$ cat config.mk
export PLATFORM = sky130hd
export DESIGN_NAME = logical_immediate_classifier
export DESIGN_NICKNAME = d
export VERILOG_FILES = /design/src/sv/lic_pkg.sv /design/src/sv/lic_prep.sv /design/src/sv/lic_scan.sv /design/src/sv/lic_decide.sv /design/src/sv/logical_immediate_classifier.sv
export SDC_FILE = /design/constraint.sdc
export NUM_CORES = 1
export LEC_CHECK = 0
export BUFFER_PORTS_ARGS = -buffer_cell sky130_fd_sc_hd__clkbuf_2
export CORE_ASPECT_RATIO = 0.5
export CORE_MARGIN = 8
export CORE_UTILIZATION = 30
export DETAILED_ROUTE_END_ITERATION = 8
export SLEW_MARGIN = 25
export SYNTH_ARGS = -nofsm -noshare
export SYNTH_HDL_FRONTEND = slang
export SYNTH_SLANG_ARGS = --single-unit
$ cat constraint.sdc
create_clock -name clk_i -period 4 [get_ports clk_i]
set_clock_uncertainty 0.1 [all_clocks]
set_input_delay 1.2 -clock clk_i [delete_from_list [all_inputs] [get_ports clk_i]]
set_output_delay 1.2 -clock clk_i [all_outputs]
set_load 0.01 [all_outputs]
$ cat src/sv/lic_pkg.sv
// ----------------------------------------------------------------------------
// lic_pkg
// Shared types and constants for the logical immediate classifier pipeline.
// ----------------------------------------------------------------------------
package lic_pkg;

  localparam int unsigned ValueW     = 64;
  localparam int unsigned HalfW      = 32;
  localparam int unsigned ChunkW     = 16;
  localparam int unsigned NumChunks  = 4;
  // candidate element sizes 2, 4, 8, 16, 32 (index k means size 2 << k)
  localparam int unsigned NumPeriods = 5;
  localparam int unsigned CountW     = 3;

  // input beat
  typedef struct packed {
    logic [ValueW-1:0] value;
    logic              is_32bit;
  } in_t;

  // output beat
  typedef struct packed {
    logic is_bitmask_imm;
    logic is_move_wide_imm;
    logic prefer_movz;
  } out_t;

  // stage 1 -> stage 2
  typedef struct packed {
    logic [ValueW-1:0]    opnd;        // normalized operand, bit 0 clear
    logic                 trivial;     // all zeros or all ones
    logic                 move_wide;
    logic [NumChunks-1:0] chunk_zero;
    logic [NumChunks-1:0] chunk_ones;
  } prep_t;

  // stage 2 -> stage 3
  typedef struct packed {
    logic [ValueW-1:0]     rise;       // start bit of every run of ones
    logic [NumPeriods-1:0] periodic;   // operand repeats with element size
    logic                  trivial;
    logic                  move_wide;
    logic [NumChunks-1:0]  chunk_zero;
    logic [NumChunks-1:0]  chunk_ones;
  } scan_t;

endpackage

$ cat src/sv/lic_prep.sv
// ----------------------------------------------------------------------------
// lic_prep
// First stage: pick the operand size, flag all-zero/all-one operands,
// normalize so bit 0 is clear, and decode the move-wide and chunk flags.
// ----------------------------------------------------------------------------
module lic_prep
  import lic_pkg::*;
(
  input  logic  clk_i,
  input  logic  rst_ni,
  input  logic  in_valid_i,
  output logic  in_ready_o,
  input  in_t   in_data_i,
  output logic  out_valid_o,
  input  logic  out_ready_i,
  output prep_t out_data_o
);

  logic  valid_q;
  prep_t data_q, data_d;

  // Accept whenever the register is empty or drains this cycle
  assign in_ready_o = !valid_q || out_ready_i;

  // Normalize the operand and decode chunk flags
  always_comb begin
    logic [HalfW-1:0]  low;
    logic [HalfW-1:0]  low_x;
    logic [ValueW-1:0] val;
    logic [ValueW-1:0] full_x;
    low    = in_data_i.value[HalfW-1:0];
    val    = in_data_i.value;
    low_x  = low[0] ? ~low : low;
    full_x = val[0] ? ~val : val;
    if (in_data_i.is_32bit) begin
      data_d.opnd      = {low_x, low_x};
      data_d.trivial   = (low == '0) || (low == '1);
      data_d.move_wide = (low[HalfW-1:ChunkW] == '0) || (low[ChunkW-1:0] == '0);
    end else begin
      data_d.opnd      = full_x;
      data_d.trivial   = (val == '0) || (val == '1);
      data_d.move_wide = (val[3*ChunkW-1:0] == '0)
                      || ({val[ValueW-1:3*ChunkW], val[2*ChunkW-1:0]} == '0)
                      || ({val[ValueW-1:2*ChunkW], val[ChunkW-1:0]} == '0)
                      || (val[ValueW-1:ChunkW] == '0);
    end
    for (int i = 0; i < NumChunks; i++) begin
      data_d.chunk_zero[i] = (val[ChunkW*i +: ChunkW] == '0);
      data_d.chunk_ones[i] = (val[ChunkW*i +: ChunkW] == '1);
    end
  end

  // Valid bit
  always_ff @(posedge clk_i or negedge rst_ni) begin
    if (!rst_ni) begin
      valid_q <= 1'b0;
    end else if (in_ready_o) begin
      valid_q <= in_valid_i;
    end
  end

  // Payload: load on accept, hold otherwise
  always_ff @(posedge clk_i) begin
    if (in_valid_i && in_ready_o) begin
      data_q <= data_d;
    end
  end

  assign out_valid_o = valid_q;
  assign out_data_o  = data_q;

  // A non-trivial operand is nonzero with bit 0 clear after normalizing
  a_norm: assert property (@(posedge clk_i) disable iff (!rst_ni)
    valid_q && !data_q.trivial |-> !data_q.opnd[0] && (data_q.opnd != '0))
    else $error("normalized operand malformed");

endmodule

$ cat src/sv/lic_scan.sv
// ----------------------------------------------------------------------------
// lic_scan
// Second stage: mark the start of each run of ones and test the operand
// for repetition at every candidate element size.
// ----------------------------------------------------------------------------
module lic_scan
  import lic_pkg::*;
(
  input  logic  clk_i,
  input  logic  rst_ni,
  input  logic  in_valid_i,
  output logic  in_ready_o,
  input  prep_t in_data_i,
  output logic  out_valid_o,
  input  logic  out_ready_i,
  output scan_t out_data_o
);

  logic                  valid_q;
  scan_t                 data_q, data_d;
  logic [NumPeriods-1:0] periodic;

  assign in_ready_o = !valid_q || out_ready_i;

  // Compare the operand with itself shifted by each element size
  for (genvar k = 0; k < NumPeriods; k++) begin : g_period
    localparam int unsigned Size = 2 << k;
    assign periodic[k] =
      (in_data_i.opnd[ValueW-1:Size] == in_data_i.opnd[ValueW-1-Size:0]);
  end

  // Run starts: a one whose lower neighbor is zero
  always_comb begin
    data_d.rise       = in_data_i.opnd & ~{in_data_i.opnd[ValueW-2:0], 1'b0};
    data_d.periodic   = periodic;
    data_d.trivial    = in_data_i.trivial;
    data_d.move_wide  = in_data_i.move_wide;
    data_d.chunk_zero = in_data_i.chunk_zero;
    data_d.chunk_ones = in_data_i.chunk_ones;
  end

  always_ff @(posedge clk_i or negedge rst_ni) begin
    if (!rst_ni) begin
      valid_q <= 1'b0;
    end else if (in_ready_o) begin
      valid_q <= in_valid_i;
    end
  end

  always_ff @(posedge clk_i) begin
    if (in_valid_i && in_ready_o) begin
      data_q <= data_d;
    end
  end

  assign out_valid_o = valid_q;
  assign out_data_o  = data_q;

  // Repeating at one size implies repeating at twice that size
  a_period_chain: assert property (@(posedge clk_i) disable iff (!rst_ni)
    valid_q |-> (!data_q.periodic[0] || data_q.periodic[1])
             && (!data_q.periodic[1] || data_q.periodic[2])
             && (!data_q.periodic[2] || data_q.periodic[3])
             && (!data_q.periodic[3] || data_q.periodic[4]))
    else $error("periodicity flags inconsistent");

endmodule

$ cat src/sv/lic_decide.sv
// ----------------------------------------------------------------------------
// lic_decide
// Third stage: require a single run per repeated element, merge the
// flags and compare zero and all-one chunk counts. Holds the output beat.
// ----------------------------------------------------------------------------
module lic_decide
  import lic_pkg::*;
(
  input  logic  clk_i,
  input  logic  rst_ni,
  input  logic  in_valid_i,
  output logic  in_ready_o,
  input  scan_t in_data_i,
  output logic  out_valid_o,
  input  logic  out_ready_i,
  output out_t  out_data_o
);

  logic                  valid_q;
  out_t                  data_q, data_d;
  logic [NumPeriods-1:0] elem_single;
  logic                  whole_single;
  logic [CountW-1:0]     zero_cnt;
  logic [CountW-1:0]     ones_cnt;

  // True when exactly one bit is set
  function automatic logic one_hot64(logic [ValueW-1:0] x);
    return (x != '0) && ((x & (x - ValueW'(1))) == '0);
  endfunction

  assign in_ready_o = !valid_q || out_ready_i;

  // One run start inside the lowest element of each size
  for (genvar k = 0; k < NumPeriods; k++) begin : g_elem
    localparam int unsigned Size = 2 << k;
    localparam logic [ValueW-1:0] Mask = (ValueW'(1) << Size) - ValueW'(1);
    assign elem_single[k] = one_hot64(in_data_i.rise & Mask);
  end

  assign whole_single = one_hot64(in_data_i.rise);

  // Count all-zero and all-one chunks
  always_comb begin
    zero_cnt = '0;
    ones_cnt = '0;
    for (int i = 0; i < NumChunks; i++) begin
      zero_cnt = zero_cnt + CountW'(in_data_i.chunk_zero[i]);
      ones_cnt = ones_cnt + CountW'(in_data_i.chunk_ones[i]);
    end
  end

  always_comb begin
    data_d.is_bitmask_imm   = !in_data_i.trivial
                           && (whole_single || |(in_data_i.periodic & elem_single));
    data_d.is_move_wide_imm = in_data_i.move_wide;
    data_d.prefer_movz      = (zero_cnt >= ones_cnt);
  end

  always_ff @(posedge clk_i or negedge rst_ni) begin
    if (!rst_ni) begin
      valid_q <= 1'b0;
    end else if (in_ready_o) begin
      valid_q <= in_valid_i;
    end
  end

  always_ff @(posedge clk_i) begin
    if (in_valid_i && in_ready_o) begin
      data_q <= data_d;
    end
  end

  assign out_valid_o = valid_q;
  assign out_data_o  = data_q;

endmodule

$ cat src/sv/logical_immediate_classifier.sv
// ----------------------------------------------------------------------------
// logical_immediate_classifier
// Classifies a 64-bit constant as bitmask immediate, single move-wide
// immediate, and MOVZ-versus-MOVN preference, in a three-stage pipeline.
// ----------------------------------------------------------------------------
//  channel  direction  handshake                  beat
//  in       sink       in_valid_i / in_ready_o    in_data_i  (value, is_32bit)
//  out      source     out_valid_o / out_ready_i  out_data_o (three flags)
//
//  One beat per cycle sustained while the output is not stalled; each beat is
//  registered in prep, scan and decide (the decide register is the output register).
//  Reset clears the three stage valid bits only; payload registers are not reset.
//  A stall at the output backs up one stage at a time; each stage keeps
//  accepting while the stage ahead of it drains or holds a bubble.
// ----------------------------------------------------------------------------
module logical_immediate_classifier
  import lic_pkg::*;
(
  input  logic clk_i,
  input  logic rst_ni,
  input  logic in_valid_i,
  output logic in_ready_o,
  input  in_t  in_data_i,
  output logic out_valid_o,
  input  logic out_ready_i,
  output out_t out_data_o
);

  logic  prep_valid, prep_ready;
  prep_t prep_data;
  logic  scan_valid, scan_ready;
  scan_t scan_data;

  lic_prep u_prep (
    .clk_i       (clk_i),
    .rst_ni      (rst_ni),
    .in_valid_i  (in_valid_i),
    .in_ready_o  (in_ready_o),
    .in_data_i   (in_data_i),
    .out_valid_o (prep_valid),
    .out_ready_i (prep_ready),
    .out_data_o  (prep_data)
  );

  lic_scan u_scan (
    .clk_i       (clk_i),
    .rst_ni      (rst_ni),
    .in_valid_i  (prep_valid),
    .in_ready_o  (prep_ready),
    .in_data_i   (prep_data),
    .out_valid_o (scan_valid),
    .out_ready_i (scan_ready),
    .out_data_o  (scan_data)
  );

  lic_decide u_decide (
    .clk_i       (clk_i),
    .rst_ni      (rst_ni),
    .in_valid_i  (scan_valid),
    .in_ready_o  (scan_ready),
    .in_data_i   (scan_data),
    .out_valid_o (out_valid_o),
    .out_ready_i (out_ready_i),
    .out_data_o  (out_data_o)
  );

  // Back-pressure reaches the input only when every stage is full and stalled
  a_full_stall: assert property (@(posedge clk_i) disable iff (!rst_ni)
    !in_ready_o |-> prep_valid && scan_valid && out_valid_o && !out_ready_i)
    else $error("input stalled with a bubble in the pipeline");

  // An accepted beat lands in the first stage
  a_enter: assert property (@(posedge clk_i) disable iff (!rst_ni)
    in_valid_i && in_ready_o |=> prep_valid)
    else $error("accepted beat lost at entry");

  // A beat leaving the first stage lands in the second
  a_advance: assert property (@(posedge clk_i) disable iff (!rst_ni)
    prep_valid && prep_ready |=> scan_valid)
    else $error("beat lost between prep and scan");

endmodule

* Word level (Yosys, flattened, before mapping)
Index checks and enable logic that the tools add are counted.
Storage, ports and cells: register bits after elaboration 159, output and inout bits 5
Operators by class: add/subtract/negate cells 12, $lt $le $gt $ge 1, equality and inequality tests 11, muxes and demuxes 3, bitwise operators 11, reductions and logical operators 47
Operators by type and width (number):
- logical NOT 64 bit | 7
- nonzero test 64 bit | 6
- logical NOT 48 bit | 4
- AND 64 bit | 2
- NOT 64 bit | 2
- two-way mux 66 bit | 1
- AND 16 x 64 -> 64 bit | 1
- AND 2 x 64 -> 64 bit | 1
- AND 32 x 64 -> 64 bit | 1
- AND 4 x 64 -> 64 bit | 1
- AND 8 x 64 -> 64 bit | 1
- equality test 16 bit (second input constant) | 4
- equality test 64 bit (second input constant) | 1
- logical NOT 16 bit | 4
- two-way mux 64 bit | 1
- subtractor 64 x 1 -> 64 bit (second input constant) | 1
- equality test 62 bit | 1
- equality test 60 bit | 1
- equality test 56 bit | 1
- equality test 48 bit | 1
- subtractor 32 x 1 -> 33 bit (second input constant) | 1
- equality test 32 bit | 1
- equality test 32 bit (second input constant) | 1
- logical NOT 32 bit | 1
- other kinds (14) | 39

* Logic depth before layout (Yosys ltp)
word-level depth 8, depth in mapped cells 9, gate-level depth less buffers 9

* Modules after synthesis
Synthesis repeated with hierarchy kept, for this count alone.
Second synthesis, totals: cells, all modules 969, area total of the unflattened synthesis 10162.2 µm²
Modules (own cells, without submodules):
- lic_scan | instances 1, cells each 533, area an instance 5190.0 µm², sequential area each 2397.3 µm²
- lic_prep | instances 1, cells each 240, area an instance 3537.1 µm², sequential area each 2217.1 µm²
- lic_decide | instances 1, cells each 196, area an instance 1435.1 µm², sequential area each 115.1 µm²

* Worst setup path before layout
No wires, ideal clock.
kind input to register, start point input port out_ready_i, end point register u_prep.data_q, in the netlist u_prep.out_data_o[0], enable pin, arrival time 3145 ps, setup slack 316 ps, stages 3, path through nor2b_1 -> nand3_1 -> and2_1
Between the ends: cells in the longest elaborated chain, start to end 4
RTL lines:
- from (decl) | line logical_immediate_classifier.sv:25 | input logic out_ready_i,
- logical OR 1 bit | line lic_decide.sv:31 | assign in_ready_o = !valid_q || out_ready_i;
- logical OR 1 bit | line lic_scan.sv:23 | assign in_ready_o = !valid_q || out_ready_i;
- logical OR 1 bit | line lic_prep.sv:23 | assign in_ready_o = !valid_q || out_ready_i;
- via in_ready_o | line logical_immediate_classifier.sv:22 | output logic in_ready_o,
- logical AND 1 bit | line lic_prep.sv:64 | if (in_valid_i && in_ready_o) begin
- to (signal assigned) | line lic_prep.sv:65 | data_q <= data_d;
- to (decl) | line lic_prep.sv:20 | prep_t data_q, data_d;
The timed path passes the listed nets, and every way through them passes these cells. A chain may end at the register's enable or synchronous reset.

==> impl_metrics.xml <==
<?xml version="1.0" encoding="UTF-8"?>
<metrics>
  <group name="place">
    <metric name="globalplace.congestion" unit="">0.954</metric>
    <metric name="port_buffers" unit="">73</metric>
    <metric name="place_hpwl" unit="µm">23500</metric>
  </group>
  <group name="yosys">
    <metric name="synth.avg_cell_area" unit="µm²">10.2</metric>
    <metric name="number_of_synthesized_flops_with_an_enable_pin" unit="">154</metric>
    <metric name="synthesis.instances" unit="">941</metric>
    <metric name="synthDominantCellAreaShare" unit="%">48.0</metric>
    <metric name="synth.yosys.warnings" unit="">0</metric>
    <metric name="synth_ff_type" unit="">edfxtp_1</metric>
    <metric name="synthesis.nets" unit="">1021</metric>
    <metric name="synth_cell_types" unit="">60</metric>
    <metric name="synth_top_cell_by_area" unit="">edfxtp_1</metric>
    <metric name="yosys-top-cells-area" unit="">edfxtp_1 (48%), xor2_1 (6.7%), xnor2_1 (3.7%), nor2b_1 (3.2%), mux2i_1 (3.1%)</metric>
    <metric name="synth.ff_latch_count" unit="">157</metric>
    <metric name="synthArstFlopShare" unit="%">1.91</metric>
    <metric name="synth.yosys.seq_area_share" unit="%">48.8</metric>
    <metric name="syn_area" unit="µm²">9640</metric>
  </group>
  <group name="floorplanning">
    <metric name="fp.dieH" unit="µm">143</metric>
    <metric name="ioPinCount" unit="">74</metric>
    <metric name="fp.dieArea" unit="µm²">38500</metric>
    <metric name="initial_utilization" unit="%">30.4</metric>
    <metric name="placeableCoreArea" unit="µm²">31700</metric>
    <metric name="floorplan.die.width" unit="µm">269</metric>
    <metric name="rows" unit="">46</metric>
  </group>
  <group name="sta">
    <metric name="setup_tns" unit="ns">0</metric>
    <metric name="finalHoldViolCount" unit="">0</metric>
    <metric name="hold_slack" unit="ns">0.324</metric>
    <metric name="tightestPinTransition" unit="ns">1.01</metric>
    <metric name="grt_setup_unrepaired" unit="">no</metric>
    <metric name="finalMaxSlewViolations" unit="">0</metric>
    <metric name="finalSetupViolations" unit="">0</metric>
    <metric name="max-slew-margin-rel" unit="%">32.4</metric>
    <metric name="min_period_over_period" unit="%">82.0</metric>
    <metric name="minimum_clock_period" unit="ns">3.28</metric>
    <metric name="fmax" unit="GHz">0.305</metric>
  </group>
  <group name="clock_network">
    <metric name="clock_latency_of_the_later_clocked_register_in_the_worst_skew_pair" unit="ns">0.43</metric>
    <metric name="cts.repair_timing.setup_buffer_count" unit="">0</metric>
    <metric name="cts-resized-gates" unit="">0</metric>
    <metric name="tritoncts_num_sinks" unit="">157</metric>
    <metric name="h_tree_lvls" unit="">4</metric>
    <metric name="post_cts_hold_buffers" unit="">0</metric>
    <metric name="cts_root_buf" unit="">clkbuf_16</metric>
    <metric name="cts_max_path_buffers" unit="">2</metric>
    <metric name="cts_inserted_buffers" unit="">17</metric>
    <metric name="cts_tree" unit="">built</metric>
    <metric name="cts.clk_slew.worst_paths" unit="ns">0.07</metric>
  </group>
  <group name="power">
    <metric name="pwr-share-seq" unit="%">50.8</metric>
    <metric name="internal_portion_of_total_power" unit="mW">3.16</metric>
    <metric name="p_switching" unit="mW">1.46</metric>
    <metric name="irDropWorstVdd" unit="mV">0.287</metric>
    <metric name="p_per_area" unit="nW/µm²">421</metric>
    <metric name="swShare" unit="%">31.6</metric>
    <metric name="total_leakage_power" unit="nW">3.83</metric>
    <metric name="power.combinational.fraction" unit="%">15.2</metric>
    <metric name="clock_power_share" unit="%">34.0</metric>
  </group>
  <group name="setup_path">
    <metric name="reg2reg_to" unit="">u_decide.out_data_o[2]$_DFFE_PP_</metric>
    <metric name="timing.critical_path.cells" unit="">or4_1, nor4_4, nand4_1, buf_4, o41ai_1, o211ai_1, nor4_1, a31oi_1, o22ai_1</metric>
    <metric name="reg2reg_setup_slack" unit="ns">0.72</metric>
    <metric name="r2r-start" unit="">u_scan.out_data_o[20]$_DFFE_PP_</metric>
    <metric name="timing.critical_path.fanout_max" unit="">20</metric>
    <metric name="worstSetupPathType" unit="">reg -&gt; reg</metric>
    <metric name="setup.worst_path.start_class" unit="">register</metric>
    <metric name="critPathSlowestCell" unit="">or4_1</metric>
    <metric name="critPathRequiredTime" unit="ns">4.18</metric>
    <metric name="crit_start" unit="">u_scan.out_data_o[20]$_DFFE_PP_</metric>
    <metric name="ff2ff_path_depth" unit="">9</metric>
    <metric name="cp_slowest_stage_delay" unit="ns">0.63</metric>
    <metric name="cp.arrival" unit="ns">3.46</metric>
    <metric name="worst_setup_path_endpoint" unit="">u_decide.out_data_o[2]$_DFFE_PP_</metric>
    <metric name="setup.worst_path.end_class" unit="">register</metric>
  </group>
  <group name="final_layout">
    <metric name="num-nets-final" unit="">1051</metric>
    <metric name="multi_input_gate_area_in_the_final_layout" unit="µm²">4540</metric>
    <metric name="final_cell_mix" unit="">edfxtp_1 (154), xor2_1 (74), clkbuf_2 (71), nor2_1 (60), nor2b_1 (50)</metric>
    <metric name="flow.area_growth_from_synthesis" unit="%">13.8</metric>
    <metric name="layout.filler_cells" unit="">3209</metric>
    <metric name="sequential_cell_area" unit="µm²">4700</metric>
    <metric name="layout.core_utilization" unit="%">34.6</metric>
    <metric name="proportion_of_layout_cells_with_a_drive_suffix_above_1" unit="%">13.1</metric>
    <metric name="insertedDiodeCount" unit="">0</metric>
    <metric name="layout_commonest_cell" unit="">edfxtp_1</metric>
  </group>
  <group name="grt">
    <metric name="grt_remaining_overflow" unit="">0</metric>
    <metric name="pin_count_of_the_biggest_net_entering_global_routing" unit="">61</metric>
    <metric name="grt_pass1_wl" unit="µm">47800</metric>
    <metric name="antenna_found_initial" unit="">1</metric>
    <metric name="grt_pass1_vias" unit="">7660</metric>
    <metric name="grtUsageTotal" unit="%">16.1</metric>
  </group>
  <group name="drt">
    <metric name="via_per_inst" unit="">5.60</metric>
    <metric name="dr_total_vias" unit="">7920</metric>
    <metric name="ant_nets" unit="">0</metric>
    <metric name="drt_pass1_iterations" unit="">6</metric>
    <metric name="remaining_drc_errors" unit="">0</metric>
    <metric name="average_detailed_routed_wire_length_per_instance" unit="µm">22.5</metric>
    <metric name="detailedRoute.firstIterationViolations" unit="">940</metric>
    <metric name="route.final.wire_length" unit="µm">31800</metric>
  </group>
  <group name="status">
    <metric name="outcome" unit="">completed</metric>
  </group>
  <group name="hold_path">
    <metric name="min_path_type" unit="">reg -&gt; reg</metric>
  </group>
  <group name="flow_run">
    <metric name="timing.max_cap.violations" unit="">0</metric>
  </group>
</metrics>
-- per-layer routing --
layer	vias up	routed length, µm	share of wire, %	GRT usage [%]
li1	3603	-	-	-
met1	3879	14100	44	21.4
met2	378	14300	45	25.7
met3	60	2620	8.2	3.22
met4	0	783	2.5	6.49
met5	-	0	0	0
-- cell families (layout without fill, tap and decap cells) --
logic type,count (synthesis),in the layout,share of synthesized area (%)
buf+inv,108,150,4.22
flops,157,157,48.8
xor+xnor,115,115,10.5
mux,30,30,3.12
compound gates,151,151,10.8
fa+ha+maj,13,13,1.79
simple gates,367,367,20.8
-- metrics by stage --
step	cells	area [µm²]	power (mW)	setup slack (ns)
4_1_cts	1415	11000	4.63	0.770
2_1_floorplan	941	9640	2.72	0.316
6_report	1415	11000	4.61	0.722
5_1_grt	1415	11000	4.79	0.517
3_5_place_dp	1384	10400	3.06	0.792
3_3_place_gp	1384	10400	3.05	0.738
-- sequential cells by signal (all words and copies together) (netlist names) --
signal,count
u_scan.out_valid_o,1
u_prep.out_valid_o,1
u_scan.out_data_o,78
u_prep.out_data_o,73
u_decide.out_data_o,3
u_decide.out_valid_o,1
-- power by group through the flow --
stage | logic, mW | clock network [mW] | registers [mW]
2_1_floorplan | 0.578 | 0 | 2.14
3_3_place_gp | 0.682 | 0 | 2.36
3_5_place_dp | 0.693 | 0 | 2.37
4_1_cts | 0.697 | 1.60 | 2.33
5_1_grt | 0.774 | 1.66 | 2.36
6_report | 0.701 | 1.57 | 2.34
-- how the worst min path moves through the flow --
stage                                         from                          endpoint  slack [ns]  cells past startpoint
floorplan           u_scan.out_data_o[8]$_DFFE_PP_  u_decide.out_data_o[1]$_DFFE_PP_        0.30                      0
global placement    u_prep.out_data_o[3]$_DFFE_PP_    u_scan.out_data_o[3]$_DFFE_PP_        0.30                      0
detailed placement  u_prep.out_data_o[3]$_DFFE_PP_    u_scan.out_data_o[3]$_DFFE_PP_        0.31                      0
CTS                 u_prep.out_data_o[3]$_DFFE_PP_    u_scan.out_data_o[3]$_DFFE_PP_        0.33                      0
global route        u_prep.out_data_o[0]$_DFFE_PP_    u_scan.out_data_o[0]$_DFFE_PP_        0.33                      0
finish              u_prep.out_data_o[0]$_DFFE_PP_    u_scan.out_data_o[0]$_DFFE_PP_        0.32                      0
-- cell usage after synthesis (3+ instances only) --
cell type / count
and3_1: 16
a221oi_1: 5
edfxtp_1: 154
or2_2: 4
a2111oi_0: 7
nor2b_1: 50
a21o_1: 4
nand4_1: 39
o22ai_1: 17
nand2_1: 45
o41ai_1: 8
o32ai_1: 6
mux2i_1: 30
a31oi_1: 5
o31ai_1: 7
xor2_1: 74
nor3_1: 34
o2111ai_1: 8
nand2b_1: 9
and2_1: 4
a22oi_1: 3
a21oi_1: 21
o221ai_1: 4
nor2_1: 60
nand3_1: 26
or4_1: 10
inv_1: 33
xnor2_1: 41
ha_1: 9
nor4_1: 44
or3_1: 17
o211ai_1: 4
o21ai_0: 33
clkbuf_1: 66
buf_1: 8
a211oi_1: 4
dfrtp_1: 3
-- final cells by class --
class | count | area share (%)
inverters | 33 | 1.13
multi-input cells | 676 | 41.4
clock inverters | 14 | 1.36
clock buffers | 17 | 3.88
well taps | 432 | 4.93
flip-flops and latches | 157 | 42.9
repair buffers | 86 | 4.47
-- worst max-delay path: cells and delay by family, from the launching register on --
kind	cells	cell delay, ns
buf+inv	1	0.24
flops	1	0.41
simple gates	4	1.46
compound gates	4	0.92
Power figures use the tool's default switching activity.
